==> src/sv/uabpd_pkg.sv <==
// ---------------------------------------------------------------------------
// uabpd_pkg
// Types, register map and rate table of the auto-baud pulse detector.
// ---------------------------------------------------------------------------
package uabpd_pkg;

    localparam int unsigned RATE_ENTRIES = 5;

    localparam logic [15:0] NO_PULSE       = 16'hFFFF;
    localparam logic [7:0]  VOTES_MAX      = 8'hFF;
    localparam logic [7:0]  RST_VOTE_THR   = 8'd7;
    localparam logic [15:0] RST_NOISE_FLR  = 16'd10;
    localparam logic [7:0]  RST_DIVIDER    = 8'd215;
    localparam logic [15:0] RST_LOW_LIMIT  = 16'd1009;

    // Register index, taken from paddr[2]
    localparam logic REG_VOTE_THR  = 1'b0;
    localparam logic REG_NOISE_FLR = 1'b1;

    typedef enum logic [1:0] {
        OP_RISE  = 2'd0,
        OP_FALL  = 2'd1,
        OP_BOTH  = 2'd2,
        OP_ERROR = 2'd3
    } t_opcode;

    typedef struct packed {
        logic [7:0]  vote_threshold;
        logic [15:0] noise_floor;
    } t_cfg;

    typedef struct packed {
        logic [15:0] narrowest_pulse;
        logic [7:0]  vote_count;
        logic [7:0]  baud_divider;
        logic        rate_changed;
    } t_result;

    localparam logic [7:0] RATE_DIV [RATE_ENTRIES] = '{
        8'd215, 8'd107, 8'd53, 8'd35, 8'd17
    };
    localparam logic [15:0] RATE_LOW [RATE_ENTRIES] = '{
        16'd1009, 16'd504, 16'd252, 16'd168, 16'd83
    };
    localparam logic [15:0] RATE_HIGH [RATE_ENTRIES] = '{
        16'd1074, 16'd537, 16'd268, 16'd179, 16'd90
    };

    // Saturating 8-bit add of a small vote amount
    function automatic logic [7:0] sat_add(input logic [7:0] a, input logic [2:0] b);
        logic [8:0] sum;
        sum = {1'b0, a} + {6'd0, b};
        return sum[8] ? VOTES_MAX : sum[7:0];
    endfunction

endpackage

==> src/sv/uart_autobaud_pulse_detector.sv <==
// An item passes through an input register, then a result register; it moves on
// when the result slot is empty or being drained, so a stalled output holds it there.
// Throughput: one item per cycle while the output is not stalled; the state update
// is one subtract, a few compares and a five-entry parallel table match in between.
// Reset: synchronous, active low; state returns to divider 215, low limit 1009,
// no pulse seen, zero votes; threshold 7 and noise floor 10.
// ---------------------------------------------------------------------------
// uart_autobaud_pulse_detector
// Auto-baud detector: edge timestamps and error reports in, divider out.
// ---------------------------------------------------------------------------
module uart_autobaud_pulse_detector (
    input  logic        i_clk,
    input  logic        i_rst_n,
    // Item input
    input  logic        s_axis_tvalid,
    output logic        s_axis_tready,
    input  logic [39:0] s_axis_tdata,   // [31:0] timestamp, [32] framing_error,
                                        // [33] noise_error, [39:34] zero
    input  logic [1:0]  s_axis_tuser,   // [1:0] opcode
    // Result output
    output logic        m_axis_tvalid,
    input  logic        m_axis_tready,
    output logic [39:0] m_axis_tdata,   // [0] rate_changed, [8:1] baud_divider,
                                        // [16:9] vote_count, [32:17] narrowest_pulse,
                                        // [39:33] zero
    // Configuration
    input  logic        psel,
    input  logic        penable,
    input  logic        pwrite,
    input  logic [2:0]  paddr,
    input  logic [31:0] pwdata,
    output logic [31:0] prdata,
    output logic        pready
);
    import uabpd_pkg::*;

    t_cfg        cfg;
    t_result     core_result;

    // Input register
    logic        r_in_valid;
    logic [1:0]  r_in_opcode;
    logic [31:0] r_in_timestamp;
    logic        r_in_framing;
    logic        r_in_noise;

    // Result register
    logic        r_out_valid;
    t_result     r_out;

    logic        advance;
    logic        in_take;

    // Item moves from input register to result register when the result
    // slot is empty or being drained this cycle; state updates on the same edge.
    assign advance       = r_in_valid && (!r_out_valid || m_axis_tready);
    assign s_axis_tready = !r_in_valid || advance;
    assign in_take       = s_axis_tvalid && s_axis_tready;

    uabpd_cfg u_cfg (
        .i_clk   (i_clk),
        .i_rst_n (i_rst_n),
        .psel    (psel),
        .penable (penable),
        .pwrite  (pwrite),
        .paddr   (paddr),
        .pwdata  (pwdata),
        .prdata  (prdata),
        .pready  (pready),
        .o_cfg   (cfg)
    );

    uabpd_core u_core (
        .i_clk           (i_clk),
        .i_rst_n         (i_rst_n),
        .i_advance       (advance),
        .i_cfg           (cfg),
        .i_opcode        (r_in_opcode),
        .i_timestamp     (r_in_timestamp),
        .i_framing_error (r_in_framing),
        .i_noise_error   (r_in_noise),
        .o_result        (core_result)
    );

    always_ff @(posedge i_clk) begin
        if (!i_rst_n) begin
            r_in_valid <= 1'b0;
        end else if (in_take) begin
            r_in_valid <= 1'b1;
        end else if (advance) begin
            r_in_valid <= 1'b0;
        end
    end

    // Payload, no reset needed
    always_ff @(posedge i_clk) begin
        if (in_take) begin
            r_in_opcode    <= s_axis_tuser;
            r_in_timestamp <= s_axis_tdata[31:0];
            r_in_framing   <= s_axis_tdata[32];
            r_in_noise     <= s_axis_tdata[33];
        end
    end

    always_ff @(posedge i_clk) begin
        if (!i_rst_n) begin
            r_out_valid <= 1'b0;
        end else if (advance) begin
            r_out_valid <= 1'b1;
        end else if (m_axis_tready) begin
            r_out_valid <= 1'b0;
        end
    end

    always_ff @(posedge i_clk) begin
        if (advance) begin
            r_out <= core_result;
        end
    end

    assign m_axis_tvalid = r_out_valid;
    assign m_axis_tdata  = {7'd0, r_out.narrowest_pulse, r_out.vote_count,
                            r_out.baud_divider, r_out.rate_changed};

endmodule

==> src/sv/uabpd_cfg.sv <==
// ---------------------------------------------------------------------------
// uabpd_cfg
// APB register file: vote threshold and noise floor.
// ---------------------------------------------------------------------------
module uabpd_cfg (
    input  logic               i_clk,
    input  logic               i_rst_n,
    input  logic               psel,
    input  logic               penable,
    input  logic               pwrite,
    input  logic [2:0]         paddr,
    input  logic [31:0]        pwdata,
    output logic [31:0]        prdata,
    output logic               pready,
    output uabpd_pkg::t_cfg    o_cfg
);
    import uabpd_pkg::*;

    t_cfg r_cfg;
    logic wr_en;

    assign pready = 1'b1;
    assign wr_en  = psel & penable & pwrite;

    always_ff @(posedge i_clk) begin
        if (!i_rst_n) begin
            r_cfg.vote_threshold <= RST_VOTE_THR;
            r_cfg.noise_floor    <= RST_NOISE_FLR;
        end else if (wr_en) begin
            case (paddr[2])
                REG_VOTE_THR:  r_cfg.vote_threshold <= pwdata[7:0];
                REG_NOISE_FLR: r_cfg.noise_floor    <= pwdata[15:0];
                default: ;
            endcase
        end
    end

    always_comb begin
        case (paddr[2])
            REG_VOTE_THR:  prdata = {24'd0, r_cfg.vote_threshold};
            REG_NOISE_FLR: prdata = {16'd0, r_cfg.noise_floor};
            default:       prdata = 32'd0;
        endcase
    end

    assign o_cfg = r_cfg;

endmodule

==> src/sv/uabpd_core.sv <==
// ---------------------------------------------------------------------------
// uabpd_core
// Detector state and its combinational update for one item.
// ---------------------------------------------------------------------------
module uabpd_core (
    input  logic                i_clk,
    input  logic                i_rst_n,
    input  logic                i_advance,
    input  uabpd_pkg::t_cfg     i_cfg,
    input  logic [1:0]          i_opcode,
    input  logic [31:0]         i_timestamp,
    input  logic                i_framing_error,
    input  logic                i_noise_error,
    output uabpd_pkg::t_result  o_result
);
    import uabpd_pkg::*;

    logic [31:0] r_last_edge, n_last_edge;
    logic [15:0] r_min_pulse, n_min_pulse;
    logic [7:0]  r_votes,     n_votes;
    logic [7:0]  r_divider,   n_divider;
    logic [15:0] r_low_limit, n_low_limit;
    logic        n_changed;

    always_comb begin
        logic [31:0] width;
        logic        is_edge;
        logic        kept;
        logic [7:0]  votes_upd;
        logic [15:0] min_upd;
        logic        detect;
        logic        found;
        logic [7:0]  sel_div;
        logic [15:0] sel_low;

        width     = i_timestamp - r_last_edge;
        is_edge   = (t_opcode'(i_opcode) == OP_RISE) || (t_opcode'(i_opcode) == OP_FALL);
        kept      = is_edge && (width >= {16'd0, i_cfg.noise_floor});
        votes_upd = r_votes;
        min_upd   = r_min_pulse;

        n_last_edge = is_edge ? i_timestamp : r_last_edge;

        case (t_opcode'(i_opcode))
            OP_RISE, OP_FALL: begin
                if (kept && width < {16'd0, r_low_limit})
                    votes_upd = sat_add(r_votes, 3'd4);
                if (kept && width < {16'd0, r_min_pulse})
                    min_upd = width[15:0];
            end
            OP_ERROR: begin
                votes_upd = sat_add(r_votes,
                                    {1'b0, i_framing_error, i_noise_error});
            end
            default: ;
        endcase

        // Rate lookup on the narrowest pulse, first matching entry wins
        found   = 1'b0;
        sel_div = r_divider;
        sel_low = r_low_limit;
        for (int k = RATE_ENTRIES - 1; k >= 0; k--) begin
            if (min_upd >= RATE_LOW[k] && min_upd <= RATE_HIGH[k]) begin
                found   = 1'b1;
                sel_div = RATE_DIV[k];
                sel_low = RATE_LOW[k];
            end
        end

        detect      = (votes_upd > i_cfg.vote_threshold) && (min_upd != NO_PULSE);
        n_changed   = detect && found && (sel_div != r_divider);
        n_divider   = n_changed ? sel_div : r_divider;
        n_low_limit = n_changed ? sel_low : r_low_limit;
        n_votes     = detect ? 8'd0 : votes_upd;
        n_min_pulse = detect ? NO_PULSE : min_upd;
    end

    always_ff @(posedge i_clk) begin
        if (!i_rst_n) begin
            r_last_edge <= 32'd0;
            r_min_pulse <= NO_PULSE;
            r_votes     <= 8'd0;
            r_divider   <= RST_DIVIDER;
            r_low_limit <= RST_LOW_LIMIT;
        end else if (i_advance) begin
            r_last_edge <= n_last_edge;
            r_min_pulse <= n_min_pulse;
            r_votes     <= n_votes;
            r_divider   <= n_divider;
            r_low_limit <= n_low_limit;
        end
    end

    assign o_result.rate_changed    = n_changed;
    assign o_result.baud_divider    = n_divider;
    assign o_result.vote_count      = n_votes;
    assign o_result.narrowest_pulse = n_min_pulse;

endmodule

==> config.mk <==
export PLATFORM = sky130hd
export DESIGN_NAME = uart_autobaud_pulse_detector
export DESIGN_NICKNAME = d
export VERILOG_FILES = /design/src/sv/uabpd_pkg.sv /design/src/sv/uart_autobaud_pulse_detector.sv /design/src/sv/uabpd_cfg.sv /design/src/sv/uabpd_core.sv
export SDC_FILE = /design/constraint.sdc
export NUM_CORES = 1
export LEC_CHECK = 0
export ABC_AREA = 1
export BUFFER_PORTS_ARGS = -buffer_cell sky130_fd_sc_hd__buf_2
export CORE_ASPECT_RATIO = 0.75
export CORE_UTILIZATION = 50
export DETAILED_ROUTE_END_ITERATION = 7
export PLACE_DENSITY = 0.72
export SLEW_MARGIN = 10
export SYNTH_ARGS = -nofsm -noshare
export SYNTH_HDL_FRONTEND = slang
export SYNTH_HIERARCHICAL = 1
export SYNTH_SLANG_ARGS = --single-unit
==> constraint.sdc <==
create_clock -name i_clk -period 8.2 [get_ports i_clk]
set_input_delay 0 -clock i_clk [delete_from_list [all_inputs] [get_ports i_clk]]
set_output_delay 0 -clock i_clk [all_outputs]
set_load 0.1 [all_outputs]
==> impl_metrics.toml <==
[timing]
fin_setup_tns_ns = 0
clock_skew_ns = 0.0120
post-route-min-period_ns = 7.24
setup_slack_ns = 0.959
relSlewSlack = 0.444
timing.final.crit_share = 0.883
whs_ns = 0.0287
hold_viol = 0
finalSetupViolCount = 0
tightest_slew_ns = 0.833
slew_violations = 0
max_freq_ghz = 0.138
rsz0062_at_grt = "no"

[logic_synthesis]
netlist_top_cells_count = "503 x nand2_1, 294 x inv_1, 136 x nor2_1, 113 x nand3_1, 109 x a21oi_1"
synth_edf_count = 69
yosysSeqAreaShare = 0.334
synth_top_family_by_area = "simple AND/OR/NAND/NOR gates"
muxShareOfSynthArea = 0
yosysWarnings = 6
synth_seq_cells = 167
yosys.area_share.simple = 0.330
synth_async_sr_flop_share = 0
yosysTopAreaCell = "edfxtp_1"
synth-xor-area-share = 0.0174
synth.distinct_cells = 54
yosysTopAreaCellShare = 0.171
synth-compound-area-share = 0.0973
synth-adder-area-share = 0.0882
synth_flop_cell = "dfxtp_1"
ys_top_cells_by_area = "edfxtp_1 17%, dfxtp_1 16%, nand2_1 16%, inv_1 9.1%, ha_1 8.5%"
syn-cell-area_sq_um = 12100
syn_inst = 1762
syn_area_per_cell_sq_um = 6.86
synth_most_common_cell = "nand2_1"

[floorplanning]
row_count = 48
fp.dieW_um = 182
start_util = 0.518
fp.dieH_um = 137
die_area_sq_um = 24800
boundaryPins = 159
core_area_sq_um = 23400

[worst_setup_path]
worstSetupEndpointType = "flop"
startpoint = "r_in_timestamp[0]"
r2r_start = "r_in_timestamp[0]"
cp_max_fo = 16
startpoint_type = "flop"
critPathRequiredTime_ns = 8.37
rr_worst_depth = 35
cpPeakStageDelay_ns = 0.54
crit_path_frequent_cell = "nand2_1"
cp.arrival_ns = 7.41
critPathKind = "flop to flop"
slowest_stage = "xor2_1"

[cells_and_area]
multi_input_area_sq_um = 6540
seqCellArea_sq_um = 4030
area_growth_pct = 15.3
diodes = 0
n_fill_cell = 2190
stdcell_count = 2223
layout-drive-gt1-share = 0.123
final_nets = 2078

[global_route]
grt-ovfl-total = 0
antenna_found_initial = 0
grt_use_total = 0.271
grt_first_pass_wirelength_mm = 52.3
grt_pass1_vias = 10300
grt_max_degree = 68

[hold_path]
hold_depth = 5
hold_path.class = "input port to flop"
holdCritStartpoint = "psel"

[clock_tree]
root_buffer = "clkbuf_16"
clk_latency_ns = 0.44
clockBufferDepth = 2
h-tree-depth = 4
path_clk_slew_ns = 0.07
clkSinkCount = 167
post_cts_buffers = 0
cts_tree = "done"
cts_inserted_buffers = 17

[outcome]
status = "finished, final reports clean"

[pwr]
p_per_area_nw_per_um2 = 183
max-vdd-ir-drop_mv = 0.162
total_power_w = 0.00256
p_leak_nw = 7.11

[detailed_routing]
drc = 0
wl_mm = 33.0
wl_per_cell_um = 14.8
dr.pass1.iters = 5
drtIter0Drc = 905
vias_per_cell = 5.18
vias = 11500
ant_nets = 0

[placed_design]
portBuffers = 110
gp_congestion = 0.920
pre_cts_slack_ns = 1.26
place_hpwl_mm = 24.2
dpl.cell_count = 2131

[run]
drv_cap = 0
## power by group
group          switching, W  internal, W
Sequential        0.0000226     0.000911
Combinational      0.000539     0.000213
Clock              0.000357     0.000513
## timing repair
| action | in CTS | in global routing |
|---|---|---|
| endpoints found under the hold margin | 64 | 0 |
| resized for setup | 0 | 0 |
| hold buffers | 60 | 0 |
## placed cells by master, fill, tap and decap left out, types with 4 or more instances in the layout
cell,count
a21oi_1,108
nor2_1,136
o21ai_0,73
clkinv_1,5
nand3_1,113
dfxtp_1,98
nand2_2,22
clkbuf_16,17
nand3b_1,6
ha_1,82
nand4_1,35
nor2_4,6
edfxtp_1,69
nand3_2,12
buf_4,6
nand2_1,503
inv_6,6
inv_2,15
conb_1,24
xnor2_1,5
bufinv_16,4
inv_1,294
and2_1,9
xor2_1,19
nor3_1,14
nor2_2,17
buf_2,110
a211oi_1,5
dlygate4sd3_1,60
## metrics by stage
step,utilization,instance area (sq um)
3_3_place_gp,0.545,12700
2_1_floorplan,-,12200
4_1_cts,0.597,13900
6_report,0.597,13900
3_5_place_dp,0.545,12700
5_1_grt,0.597,13900
## per-layer routing
metal  global-route usage  vias up  share of wire
met2                0.395      433           0.40
met4               0.0687        0          0.011
met3               0.0676       27          0.087
met1                0.395     5203           0.50
li1                     -     5861              -
met5                    0        -              0
## kinds of logic (layout without fill, tap and decap cells)
logic type / Yosys count / in the layout
XOR/XNOR: 24 / 24
AND/OR/NAND/NOR: 888 / 888
buffers and inverters: 381 / 521
flip-flops: 167 / 167
other: 3 / 24
adder cells (fa/ha/maj): 84 / 84
AO/OA/AOI/OAI: 215 / 215
## flip-flops by register name, summed over array words and instances (netlist names)
signal,count
u_core/r_min_pulse,16
r_in_opcode,2
r_in_noise,1
r_in_timestamp,32
u_core/r_votes,8
r_in_valid,1
m_axis_tdata,33
m_axis_tvalid,1
u_core/r_divider,8
u_core/r_last_edge,32
r_in_framing,1
u_core/r_low_limit,8
u_cfg/o_cfg,24
## critical path, delay by kind of cell, from the launching register on
family | cells | cell delay, ns
simple gates | 17 | 2.63
compound gates | 6 | 1.38
fa+ha+maj | 4 | 1.13
buf+inv | 6 | 0.78
xor+xnor | 2 | 0.71
flops | 1 | 0.35
## layout make-up
cell class	count	area share
inverter	313	0.0844
clock buffer	18	0.0308
multi-input combinational	1235	0.469
timing repair buffer	176	0.0858
clock inverter	14	0.0138
sequential	167	0.289
tap	300	0.0269
## path summary, 6_finish.rpt
kind / endpoint / slack, ns
worst max-delay path: m_axis_tdata[6] / 0.96
worst min-delay path: u_cfg/o_cfg[19] / 0.03
worst max register to register: m_axis_tdata[6] / 0.96
worst min register to register: u_core/r_last_edge[8] / 0.46
Power figures use the tool's default switching activity.
